--- src/design/srp_pkg.sv ---
// Shared types and constants for the sequential read prefetcher.
package srp_pkg;

  // Configuration register indexes.
  typedef enum logic [2:0] {
    CFG_PREFETCH_ENABLE = 3'd0,
    CFG_PAGE_SHIFT      = 3'd1,
    CFG_TRIGGER_HITS    = 3'd2,
    CFG_TRIGGER_PAGES   = 3'd3,
    CFG_PREFETCH_PAGES  = 3'd4
  } cfg_idx_e;

  // Configuration register file.
  typedef struct packed {
    logic        prefetch_enable;
    logic [4:0]  page_shift;
    logic [15:0] trigger_hits;
    logic [31:0] trigger_pages;
    logic [12:0] prefetch_pages;
  } cfg_t;

  localparam cfg_t CFG_RESET = '{
    prefetch_enable: 1'b1,
    page_shift:      5'd12,
    trigger_hits:    16'd4,
    trigger_pages:   32'd64,
    prefetch_pages:  13'd32
  };

  // Legal page shift range and burst size limit.
  localparam logic [4:0]  SHIFT_MIN   = 5'd9;
  localparam logic [4:0]  SHIFT_MAX   = 5'd16;
  localparam logic [12:0] BURST_MAX   = 13'd4096;

  // Page numbers of prefetch bursts are 33 bits wide and saturate.
  localparam logic [32:0] PAGE33_MAX  = 33'h1_FFFF_FFFF;

endpackage

--- src/design/sequential_read_prefetcher.sv ---
// Sequential read stream detector and prefetch issuer, top level.
// Path: an accepted item passes the input register and then the result register.
// Throughput: one item per cycle unless the receiver stalls; the detector state is updated in the
// same cycle an item moves into the result register, so the next item always sees it.
// Reset: detector state clears (last tag reads 1, trigger page all ones) and the configuration
// registers return to their defaults; no clearing pass is needed.
module sequential_read_prefetcher #(
  parameter int PAGE_BITS = 32
) (
  input  logic        clk_i,
  input  logic        rst_ni,
  // Configuration write channel.
  input  logic        cfg_valid_i,
  output logic        cfg_ready_o,
  input  logic [2:0]  cfg_index_i,
  input  logic [31:0] cfg_data_i,
  // Request items.
  input  logic        in_valid_i,
  output logic        in_ready_o,
  input  logic [31:0] request_tag_i,
  input  logic [31:0] page_number_i,
  input  logic [15:0] skip_bytes_i,
  input  logic [16:0] byte_length_i,
  input  logic        internal_request_i,
  // Result items.
  output logic        out_valid_o,
  input  logic        out_ready_i,
  output logic        prefetch_issue_o,
  output logic        prefetch_kind_o,
  output logic [32:0] prefetch_start_o,
  output logic [12:0] prefetch_count_o,
  output logic        sequential_mode_o
);
  import srp_pkg::*;

  // FW holds a byte address with no overflow; byte addresses are kept modulo 2^64.
  localparam int FW = PAGE_BITS + 17;
  localparam int AW = (FW > 64) ? 64 : FW;
  // Width that holds page_number + 1 and the 33-bit saturation limit.
  localparam int NW = (PAGE_BITS + 1 > 34) ? PAGE_BITS + 1 : 34;

  // ---------------------------------------------------------------------------
  // Configuration registers. Writes must only be made while the block is idle;
  // the block does not enforce this, and the port is always ready.
  // ---------------------------------------------------------------------------
  cfg_t cfg_q, cfg_d;

  assign cfg_ready_o = 1'b1;

  always_comb begin
    cfg_d = cfg_q;
    if (cfg_valid_i) begin
      unique case (cfg_index_i)
        CFG_PREFETCH_ENABLE: cfg_d.prefetch_enable = cfg_data_i[0];
        CFG_PAGE_SHIFT:      cfg_d.page_shift      = cfg_data_i[4:0];
        CFG_TRIGGER_HITS:    cfg_d.trigger_hits    = cfg_data_i[15:0];
        CFG_TRIGGER_PAGES:   cfg_d.trigger_pages   = cfg_data_i;
        CFG_PREFETCH_PAGES:  cfg_d.prefetch_pages  = cfg_data_i[12:0];
        default:             cfg_d = cfg_q;
      endcase
    end
  end

  always_ff @(posedge clk_i or negedge rst_ni) begin
    if (!rst_ni) begin
      cfg_q <= CFG_RESET;
    end else begin
      cfg_q <= cfg_d;
    end
  end

  // Out-of-range settings are clamped to the nearest legal value.
  logic [4:0]  eff_shift;
  logic [12:0] eff_count;

  always_comb begin
    if (cfg_q.page_shift < SHIFT_MIN) begin
      eff_shift = SHIFT_MIN;
    end else if (cfg_q.page_shift > SHIFT_MAX) begin
      eff_shift = SHIFT_MAX;
    end else begin
      eff_shift = cfg_q.page_shift;
    end
    if (cfg_q.prefetch_pages == 13'd0) begin
      eff_count = 13'd1;
    end else if (cfg_q.prefetch_pages > BURST_MAX) begin
      eff_count = BURST_MAX;
    end else begin
      eff_count = cfg_q.prefetch_pages;
    end
  end

  // ---------------------------------------------------------------------------
  // Handshake. The input register moves whenever the result register is empty
  // or is being emptied, so one item can pass every cycle.
  // ---------------------------------------------------------------------------
  logic s1_valid_q, s1_valid_d;
  logic out_valid_q, out_valid_d;
  logic s1_adv, in_fire, s1_fire;

  assign s1_adv     = !out_valid_q || out_ready_i;
  assign in_ready_o = !s1_valid_q || s1_adv;
  assign in_fire    = in_valid_i && in_ready_o;
  assign s1_fire    = s1_valid_q && s1_adv;

  always_comb begin
    s1_valid_d = s1_valid_q;
    if (in_fire) begin
      s1_valid_d = 1'b1;
    end else if (s1_adv) begin
      s1_valid_d = 1'b0;
    end
    out_valid_d = s1_adv ? s1_valid_q : out_valid_q;
  end

  always_ff @(posedge clk_i or negedge rst_ni) begin
    if (!rst_ni) begin
      s1_valid_q  <= 1'b0;
      out_valid_q <= 1'b0;
    end else begin
      s1_valid_q  <= s1_valid_d;
      out_valid_q <= out_valid_d;
    end
  end

  assign out_valid_o = out_valid_q;

  // ---------------------------------------------------------------------------
  // Input register. The byte start, byte end and next page of the item are
  // worked out here, since they need only the item and the page shift.
  // ---------------------------------------------------------------------------
  logic [PAGE_BITS-1:0] page_p;
  logic [FW-1:0]        start_full, end_full;
  logic [NW-1:0]        nextp_full;
  logic [32:0]          nextp_sat;

  assign page_p     = PAGE_BITS'(page_number_i);
  assign start_full = (FW'(page_p) << eff_shift) + FW'(skip_bytes_i);
  assign end_full   = start_full + FW'(byte_length_i);
  assign nextp_full = NW'(page_p) + NW'(1);
  assign nextp_sat  = (nextp_full > NW'(PAGE33_MAX)) ? PAGE33_MAX : nextp_full[32:0];

  logic [31:0]   s1_tag_q;
  logic [AW-1:0] s1_start_q, s1_end_q;
  logic [32:0]   s1_nextp_q;
  logic          s1_internal_q;

  always_ff @(posedge clk_i) begin
    if (in_fire) begin
      s1_tag_q      <= request_tag_i;
      s1_start_q    <= start_full[AW-1:0];
      s1_end_q      <= end_full[AW-1:0];
      s1_nextp_q    <= nextp_sat;
      s1_internal_q <= internal_request_i;
    end
  end

  // ---------------------------------------------------------------------------
  // Detector state. The previous request is kept as its end address.
  // ---------------------------------------------------------------------------
  logic [31:0]   last_tag_q, last_tag_d;
  logic [AW-1:0] prev_end_q, prev_end_d;
  logic          prev_valid_q, prev_valid_d;
  logic [31:0]   hit_count_q, hit_count_d;
  logic [63:0]   byte_sum_q, byte_sum_d;
  logic          seq_q, seq_d;
  logic [32:0]   trig_page_q, trig_page_d;
  logic [32:0]   next_pf_q, next_pf_d;

  // Result of the current item.
  logic        res_issue, res_kind;
  logic [32:0] res_start;
  logic [12:0] res_count;
  logic        res_seq;

  logic        active;
  logic [64:0] sum_wide;
  logic [63:0] sum_sat;
  logic [31:0] hit_inc;
  logic        pf_go;
  logic [32:0] pf_begin;
  logic [33:0] trig_wide, next_wide;

  assign active    = cfg_q.prefetch_enable && !s1_internal_q;
  assign sum_wide  = {1'b0, byte_sum_q} + 65'(prev_end_q);
  assign sum_sat   = sum_wide[64] ? '1 : sum_wide[63:0];
  assign hit_inc   = (hit_count_q == '1) ? hit_count_q : hit_count_q + 32'd1;

  // A read-ahead starts just past the current page; a continued prefetch
  // picks up where the last burst ended, once the stream passes the trigger.
  assign pf_go     = !seq_q || (s1_nextp_q >= trig_page_q);
  assign pf_begin  = seq_q ? next_pf_q : s1_nextp_q;
  assign trig_wide = {1'b0, pf_begin} + 34'(eff_count[12:1]);
  assign next_wide = {1'b0, pf_begin} + 34'(eff_count);

  always_comb begin
    last_tag_d   = last_tag_q;
    prev_end_d   = prev_end_q;
    prev_valid_d = prev_valid_q;
    hit_count_d  = hit_count_q;
    byte_sum_d   = byte_sum_q;
    seq_d        = seq_q;
    trig_page_d  = trig_page_q;
    next_pf_d    = next_pf_q;
    res_issue    = 1'b0;
    res_kind     = 1'b0;
    res_start    = '0;
    res_count    = '0;

    if (active) begin
      if (s1_tag_q != last_tag_q) begin
        if (prev_valid_q && (prev_end_q == s1_start_q)) begin
          // Contiguous with the previous request: count it until sequential.
          if (!seq_q) begin
            hit_count_d = hit_inc;
            byte_sum_d  = sum_sat;
            if ((hit_inc >= 32'(cfg_q.trigger_hits)) &&
                ((sum_sat >> eff_shift) >= 64'(cfg_q.trigger_pages))) begin
              seq_d = 1'b1;
            end
          end
        end else begin
          seq_d       = 1'b0;
          hit_count_d = '0;
          byte_sum_d  = '0;
        end
        last_tag_d = s1_tag_q;
      end
      prev_end_d   = s1_end_q;
      prev_valid_d = 1'b1;

      if (seq_d && pf_go) begin
        res_issue   = 1'b1;
        res_kind    = seq_q;
        res_start   = pf_begin;
        res_count   = eff_count;
        trig_page_d = trig_wide[33] ? PAGE33_MAX : trig_wide[32:0];
        next_pf_d   = next_wide[33] ? PAGE33_MAX : next_wide[32:0];
      end
    end

    res_seq = cfg_q.prefetch_enable && seq_d;
  end

  always_ff @(posedge clk_i or negedge rst_ni) begin
    if (!rst_ni) begin
      last_tag_q   <= 32'd1;
      prev_end_q   <= '0;
      prev_valid_q <= 1'b0;
      hit_count_q  <= '0;
      byte_sum_q   <= '0;
      seq_q        <= 1'b0;
      trig_page_q  <= PAGE33_MAX;
      next_pf_q    <= '0;
    end else if (s1_fire) begin
      last_tag_q   <= last_tag_d;
      prev_end_q   <= prev_end_d;
      prev_valid_q <= prev_valid_d;
      hit_count_q  <= hit_count_d;
      byte_sum_q   <= byte_sum_d;
      seq_q        <= seq_d;
      trig_page_q  <= trig_page_d;
      next_pf_q    <= next_pf_d;
    end
  end

  // ---------------------------------------------------------------------------
  // Result register.
  // ---------------------------------------------------------------------------
  always_ff @(posedge clk_i) begin
    if (s1_fire) begin
      prefetch_issue_o  <= res_issue;
      prefetch_kind_o   <= res_kind;
      prefetch_start_o  <= res_start;
      prefetch_count_o  <= res_count;
      sequential_mode_o <= res_seq;
    end
  end

  // ---------------------------------------------------------------------------
  // Assertions.
  // ---------------------------------------------------------------------------
  // An issued burst always has pages and is only issued in sequential mode.
  a_issue_shape: assert property (@(posedge clk_i) disable iff (!rst_ni)
    (out_valid_q && prefetch_issue_o) |-> (prefetch_count_o != 13'd0) && sequential_mode_o)
    else $error("issued burst without pages or outside sequential mode");

  // With no burst the start, count and kind fields are all zero.
  a_idle_zero: assert property (@(posedge clk_i) disable iff (!rst_ni)
    (out_valid_q && !prefetch_issue_o) |->
      (prefetch_start_o == 33'd0) && (prefetch_count_o == 13'd0) && !prefetch_kind_o)
    else $error("result fields set without a burst");

  // The input only stalls while both registers hold items and the receiver is not ready.
  a_stall_cause: assert property (@(posedge clk_i) disable iff (!rst_ni)
    !in_ready_o |-> s1_valid_q && out_valid_q && !out_ready_i)
    else $error("input stalled with room in the pipeline");

  // Leaving sequential mode clears the hit count and byte sum.
  a_seq_exit: assert property (@(posedge clk_i) disable iff (!rst_ni)
    $fell(seq_q) |-> (hit_count_q == 32'd0) && (byte_sum_q == 64'd0))
    else $error("sequential mode left without clearing the detector");

endmodule

--- config.mk ---
export PLATFORM = sky130hd
export DESIGN_NAME = sequential_read_prefetcher
export DESIGN_NICKNAME = d
export VERILOG_FILES = /design/src/design/srp_pkg.sv /design/src/design/sequential_read_prefetcher.sv
export SDC_FILE = /design/constraint.sdc
export NUM_CORES = 1
export LEC_CHECK = 0
export ABC_AREA = 0
export ABC_CLOCK_PERIOD_IN_PS = 9150
export BUFFER_PORTS_ARGS = -buffer_cell sky130_fd_sc_hd__buf_2
export CORE_MARGIN = 5
export CORE_UTILIZATION = 45
export DETAILED_ROUTE_END_ITERATION = 6
export SLEW_MARGIN = 25
export SYNTH_ARGS = -nofsm -noshare
export SYNTH_HDL_FRONTEND = slang
export SYNTH_SLANG_ARGS = --single-unit
--- constraint.sdc ---
create_clock -name clk_i -period 9.15 [get_ports clk_i]
set_input_delay 0.915 -clock clk_i [delete_from_list [all_inputs] [get_ports clk_i]]
set_output_delay 0.915 -clock clk_i [all_outputs]
set_load 0.01 [all_outputs]
==> flow_metrics.py, run 1 <==
metrics = {
    "sta": {
        "setup_slack_ns": 0.6397,
        "clock-skew-final_ns": 0.03133,
        "rsz0062_at_grt": "false",
        "slew_headroom": 0.3229,
        "fin_crit_ns": 8.510,
        "max_freq_mhz": 117.5,
        "finalCritPeriodShare": 0.9301,
        "setup_viol_count_final": 0,
        "setup_tns_ns": 0,
        "worst_slew_pin_slew_ns": 1.016,
        "whs_ns": 0.2484,
        "finalHoldViolations": 0,
        "report.final.slew_viol_count": 0,
    },
    "synthesis": {
        "synthArstFlopShare": 0.5958,
        "yosysWarningCount": 0,
        "avgSynthCellArea_sq_um": 9.157,
        "synthFlopType": "dfrtp_1",
        "synth_seq_area_share": 0.3894,
        "synth.cell_area_sq_um": 36730,
        "yosys-top-cells-count": "nand2_1 (579), nor2_1 (289), dfrtp_1 (274), o21ai_0 (270), a21oi_1 (236)",
        "synthDistinctLibCells": 97,
        "yosysMostFrequentCell": "nand2_1",
        "ys_ff_latch": 527,
        "synth.largest_area_cell": "dfrtp_1",
        "postSynthCellCount": 4011,
        "synth_edf_count": 213,
        "synth.area.top_cells": "dfrtp_1 (19%), edfxtp_1 (17%), ha_1 (6.5%)",
        "netlist.area_leader.share": 0.1867,
    },
    "grt": {
        "grt_pass1_vias": 29500,
        "gr-usage-all-layers": 0.2629,
        "grt_pass1_wl_mm": 180.3,
        "globalRouteOverflowTotal": 0,
        "antenna_found_initial": 4,
        "grt_max_degree": 123,
    },
    "setup_path": {
        "worst-r2r-setup-slack_ns": 0.64,
        "crit_path_top_delay_cell": "a2111oi_0",
        "path_class": "reg -> reg",
        "cpMostUsedCell": "o21ai_0",
        "start_kind": "flop",
        "r2r_end": "next_pf_q[18]",
        "worst_ep_arrival_time_ns": 9.03,
        "crit_fanout": 22,
        "crit_required_ns": 9.67,
        "reg2regPathDepth": 30,
        "path_buf_inv": 2,
        "r2r-start": "prev_end_q[0]",
        "crit_family": "compound AO/OA/AOI/OAI gates",
        "cp-end-kind": "flop",
        "critPathMaxStageDelay_ns": 0.52,
    },
    "place": {
        "portBuffers": 188,
        "dp_slack_ns": 0.8156,
        "dp.cells": 5115,
        "gp_congestion": 0.9882,
        "placed_cell_area_sq_um": 38770,
        "dp_hpwl_mm": 89.64,
    },
    "cts": {
        "cts_buffer_depth": 3,
        "postCtsHoldBufs": 0,
        "clock-sinks": 527,
        "cts_resized": 0,
        "postCtsSetupBuffers": 0,
        "cts_buffers": 60,
        "cts_htree_levels": 2,
        "clock_latency_ns": 0.64,
        "path_clk_slew_ns": 0.06,
        "tritoncts": "built",
        "root_buffer": "clkbuf_16",
    },
    "status": {
        "status": "complete, no violations",
    },
    "run": {
        "maxCapViolations": 0,
    },
    "route": {
        "ant_nets": 0,
        "drt_wl_total_mm": 118.4,
        "drt_drc_violations_left": 0,
        "drtIter0Drc": 2776,
        "vias": 31060,
        "wl_per_cell_um": 22.64,
        "vias_per_cell": 5.936,
        "dr.pass1.iters": 6,
    },
    "worst_hold_path": {
        "hold_path_class": "in -> async",
    },
    "die": {
        "row_count": 104,
        "die_y_um": 295.7,
        "core_sq_um": 80680,
        "io_pins": 190,
        "initial_utilization": 0.4553,
        "die-width_um": 295.7,
        "die_area_sq_um": 87430,
    },
    "cells_and_area": {
        "drive_gt1_frac": 0.1494,
        "nets": 4451,
        "final_cell_count_no_fill": 5232,
        "finalCoreUtilization": 0.5063,
        "area_growth_pct": 11.20,
        "fin_area_sq_um": 40840,
    },
    "power_and_ir_drop": {
        "p_leak_nw": 16.89,
        "peakVddDrop_v": 0.0001565,
        "powerDensity_nw_per_um2": 234.3,
        "total_power_mw": 9.569,
    },
}
## worst max path at each step
stage,endpoint,startpoint,cells after the start
after floorplan,s1_end_q[43],cfg_q[65],31
after global placement,next_pf_q[14],prev_end_q[0],32
after detailed placement,next_pf_q[13],prev_end_q[0],30
after CTS,next_pf_q[18],prev_end_q[0],30
after global routing,next_pf_q[18],prev_end_q[23],29
final,next_pf_q[18],prev_end_q[0],30
## registers in the layout, summed over array words and instances (netlist names)
signal             flops
cfg_q                 67
s1_end_q              49
s1_internal_q          1
out_valid_o            1
prefetch_start_o      33
prefetch_issue_o       1
s1_nextp_q            33
prev_valid_q           1
s1_tag_q              32
prev_end_q            49
s1_valid_q             1
byte_sum_q            64
s1_start_q            49
next_pf_q             33
last_tag_q            32
prefetch_kind_o        1
prefetch_count_o      13
trig_page_q           33
seq_q                  1
hit_count_q           32
sequential_mode_o      1
## report_power, final
| part | switching (mW) | internal [mW] |
|---|---|---|
| Clock | 1.05 | 1.47 |
| Sequential | 0.320 | 2.91 |
| Combinational | 2.38 | 1.44 |
| Total | 3.75 | 5.82 |
## layer usage
layer | track usage | share of wire
met1 | 0.3814 | 0.45
met2 | 0.4199 | 0.45
met3 | 0.03355 | 0.066
met4 | 0.06862 | 0.028
met5 | 0 | 0
## cells in the final DEF, fill, tap and decap left out, types with 24 or more instances in the layout
cell type and count:
dfrtp_1 272, nand4_1 89, mux4_2 24, dfstp_2 40, o31ai_1 34, or3_1 28, mux2_4 39, clkbuf_16 62
nand2b_1 38, buf_4 52, mux2_2 125, nor4_1 45, buf_2 187, xor2_1 91, nor2_1 288, and3_1 37
ha_1 191, and2_1 28, nand3_1 110, xnor2_1 215, nor3_1 86, nand2_1 577, o211ai_1 27, a21o_1 44
o21ai_0 269, inv_1 149, nor2b_1 56, a21oi_1 235, mux2i_1 90, a31oi_1 35, edfxtp_1 213
## cell type report
type                       count  area [sq um]
antenna                        3         7.507
clock buffer                  78          1642
clock inverter                36         416.7
fill                        7716         39830
inverter                     151         566.8
multi-input combinational   3131         21140
sequential                   527         14310
tap                         1060          1326
timing repair buffer         246          1444
## logic make-up (layout without fill, tap and decap cells)
kind of cell               Yosys count  in the layout  share of synthesized area
and+or+nand+nor                   1483           1483                     0.1919
AOI/OAI and AO/OA                  857            857                     0.1448
DFF                                527            527                     0.3894
buffers and inverters              362            511                    0.03941
xor gates and xnor gates           306            306                    0.07297
muxes                              278            278                    0.09351
adders and majority gates          196            196                    0.06779
other                                2             14                  0.0002045
No activity file was read; power rests on OpenSTA's default activity.
==> run 2, diff against run 1 <==
- CORE_UTILIZATION: 45 -> 60
- PLACE_DENSITY: unset -> 0.78
==> run 2 against run 1 <==
Final cell count decreased by 5.6%. Combinational power is 2% lower. The run now ends with design-rule violations left. Critical path type unchanged. Utilization is 16 points higher. Largest power group unchanged. Via count up 2.0%.
==> flow_metrics.py, run 2 (synthesis gave the netlist of run 1 again) <==
metrics = {
    "cts": {
        "cts_buffer_depth": 3,
        "postCtsHoldBufs": 0,
        "clock-sinks": 527,
        "root_buffer": "clkbuf_16",
        "cts_htree_levels": 2,
        "clock_latency_ns": 0.66,
        "postCtsSetupBuffers": 0,
        "path_clk_slew_ns": 0.06,
        "cts_resized": 0,
        "cts_buffers": 56,
        "tritoncts": "built",
    },
    "cells_and_area": {
        "final_common_cell": "nand2_1",
        "top_regs": "cfg_q (67), byte_sum_q (64)",
        "largest-register": "cfg_q",
        "fin_area_sq_um": 40240,
        "layout_common_cells": "nand2_1 (579), nor2_1 (289), dfrtp_1 (272), o21ai_0 (269), a21oi_1 (235)",
        "drive_gt1_frac": 0.1453,
        "nets": 4442,
        "area_growth_pct": 9.566,
        "largest_register_ffs": 67,
        "final_cell_count_no_fill": 4939,
    },
    "route": {
        "wl_met1_mm": 46.41,
        "drt_drc_violations_left": 3,
        "drt_wl_total_mm": 112.8,
        "dr.pass1.iters": 7,
        "wl_per_cell_um": 22.84,
        "drtIter0Drc": 3411,
        "vias_per_cell": 6.415,
        "wl_met2_mm": 51.19,
        "ant_nets": 0,
        "top_layer": "met5",
        "wl_met3_mm": 10.45,
        "vias": 31680,
    },
    "place": {
        "gp_congestion": 1.040,
        "portBuffers": 188,
        "dp_hpwl_mm": 85.20,
        "dp.cells": 4832,
        "placed_cell_area_sq_um": 38360,
    },
    "die": {
        "die_y_um": 257.4,
        "die_area_sq_um": 66260,
        "row_count": 90,
        "core_sq_um": 60470,
        "io_pins": 190,
        "initial_utilization": 0.6074,
        "die-width_um": 257.4,
    },
    "sta": {
        "finalCritPeriodShare": 0.9421,
        "finalHoldViolations": 0,
        "clock-skew-final_ns": 0.06548,
        "fin_crit_ns": 8.620,
        "slew_headroom": 0.2838,
        "rsz0062_at_grt": "false",
        "setup_viol_count_final": 0,
        "setup_tns_ns": 0,
        "max_freq_mhz": 116.0,
        "report.final.slew_viol_count": 0,
        "worst_slew_pin_slew_ns": 1.065,
    },
    "setup_path": {
        "worst-r2r-setup-slack_ns": 0.53,
        "crit_family": "compound AO/OA/AOI/OAI gates",
        "critPathMaxStageDelay_ns": 0.58,
        "cp-end-kind": "flop",
        "path_class": "reg -> reg",
        "crit_path_top_delay_cell": "o31a_1",
        "crit_required_ns": 9.69,
        "path_buf_inv": 1,
        "cpMostUsedCell": "o21ai_0",
        "worst_ep_arrival_time_ns": 9.16,
        "start_kind": "flop",
        "crit_fanout": 27,
    },
    "grt": {
        "grt_pass1_vias": 29940,
        "grt_pass1_wl_mm": 173.5,
        "globalRouteOverflowTotal": 0,
        "grt_max_degree": 100,
        "antenna_found_initial": 6,
        "gr-usage-all-layers": 0.3283,
    },
    "status": {
        "violations": "design-rule violations",
        "status": "finished with violations",
    },
    "run": {
        "maxCapViolations": 0,
    },
    "power_and_ir_drop": {
        "p_leak_nw": 16.75,
        "peakVddDrop_v": 0.0001618,
        "powerDensity_nw_per_um2": 231.4,
    },
    "worst_hold_path": {
        "hold_path_class": "in -> async",
    },
}
==> run 2: worst paths after layout <==
check | startpoint | endpoint | cells past startpoint
min in group clk_i | s1_end_q[8] | prev_end_q[8] | 2
max in group asynchronous | rst_ni | cfg_q[31] | 2
min reg2reg | s1_end_q[8] | prev_end_q[8] | 2
min | rst_ni | next_pf_q[20] | 1
max | prev_end_q[0] | next_pf_q[22] | 29
max reg2reg | prev_end_q[0] | next_pf_q[22] | 29
==> run 2: area by class of cell <==
| class | instances | area [sq um] |
|---|---|---|
| Antenna cell | 1 | 2.502 |
| Clock buffer | 77 | 1553 |
| Clock inverter | 29 | 326.6 |
| Fill cell | 4852 | 20230 |
| Inverter | 151 | 566.8 |
| Multi-Input combinational cell | 3131 | 21120 |
| Sequential cell | 527 | 14310 |
| Tap cell | 782 | 978.4 |
| Timing Repair Buffer | 241 | 1390 |
==> run 2: worst register-to-register path: cells and delay by family (launching register included) <==
kind	cells	cell delay, ns
adders and majority gates	3	0.97
and+or+nand+nor	8	1.69
muxes	1	0.33
DFF	1	0.40
buffers and inverters	1	0.25
AOI/OAI and AO/OA	16	4.93
==> run 2: report_power, final <==
part | switching [mW] | total (mW) | internal [mW] | leakage [nW]
Combinational | 2.31 | 3.75 | 1.44 | 9.81
Clock | 1.00 | 2.31 | 1.31 | 0.904
Sequential | 0.338 | 3.25 | 2.91 | 6.04
==> run 2: stage by stage <==
| stage | utilization | hold slack (ns) | setup slack, ns | total power [mW] |
|---|---|---|---|---|
| after floorplan | - | 0.4146 | 1.764 | 5.851 |
| after global routing | 0.6654 | 0.2624 | 0.1037 | 9.827 |
| after CTS | 0.6654 | 0.2448 | 0.7030 | 9.265 |
| after global placement | 0.6343 | 0.4173 | 0.8358 | 6.875 |
| final | 0.6655 | 0.2160 | 0.5302 | 9.310 |
| after detailed placement | 0.6343 | 0.4228 | 0.6613 | 6.927 |
==> run 2: metal layers <==
layer | up-vias | global-route usage
li1 | 14640 | -
met1 | 15210 | 0.4538
met5 | - | 0
met2 | 1544 | 0.5224
met3 | 277 | 0.06127
met4 | 8 | 0.1179
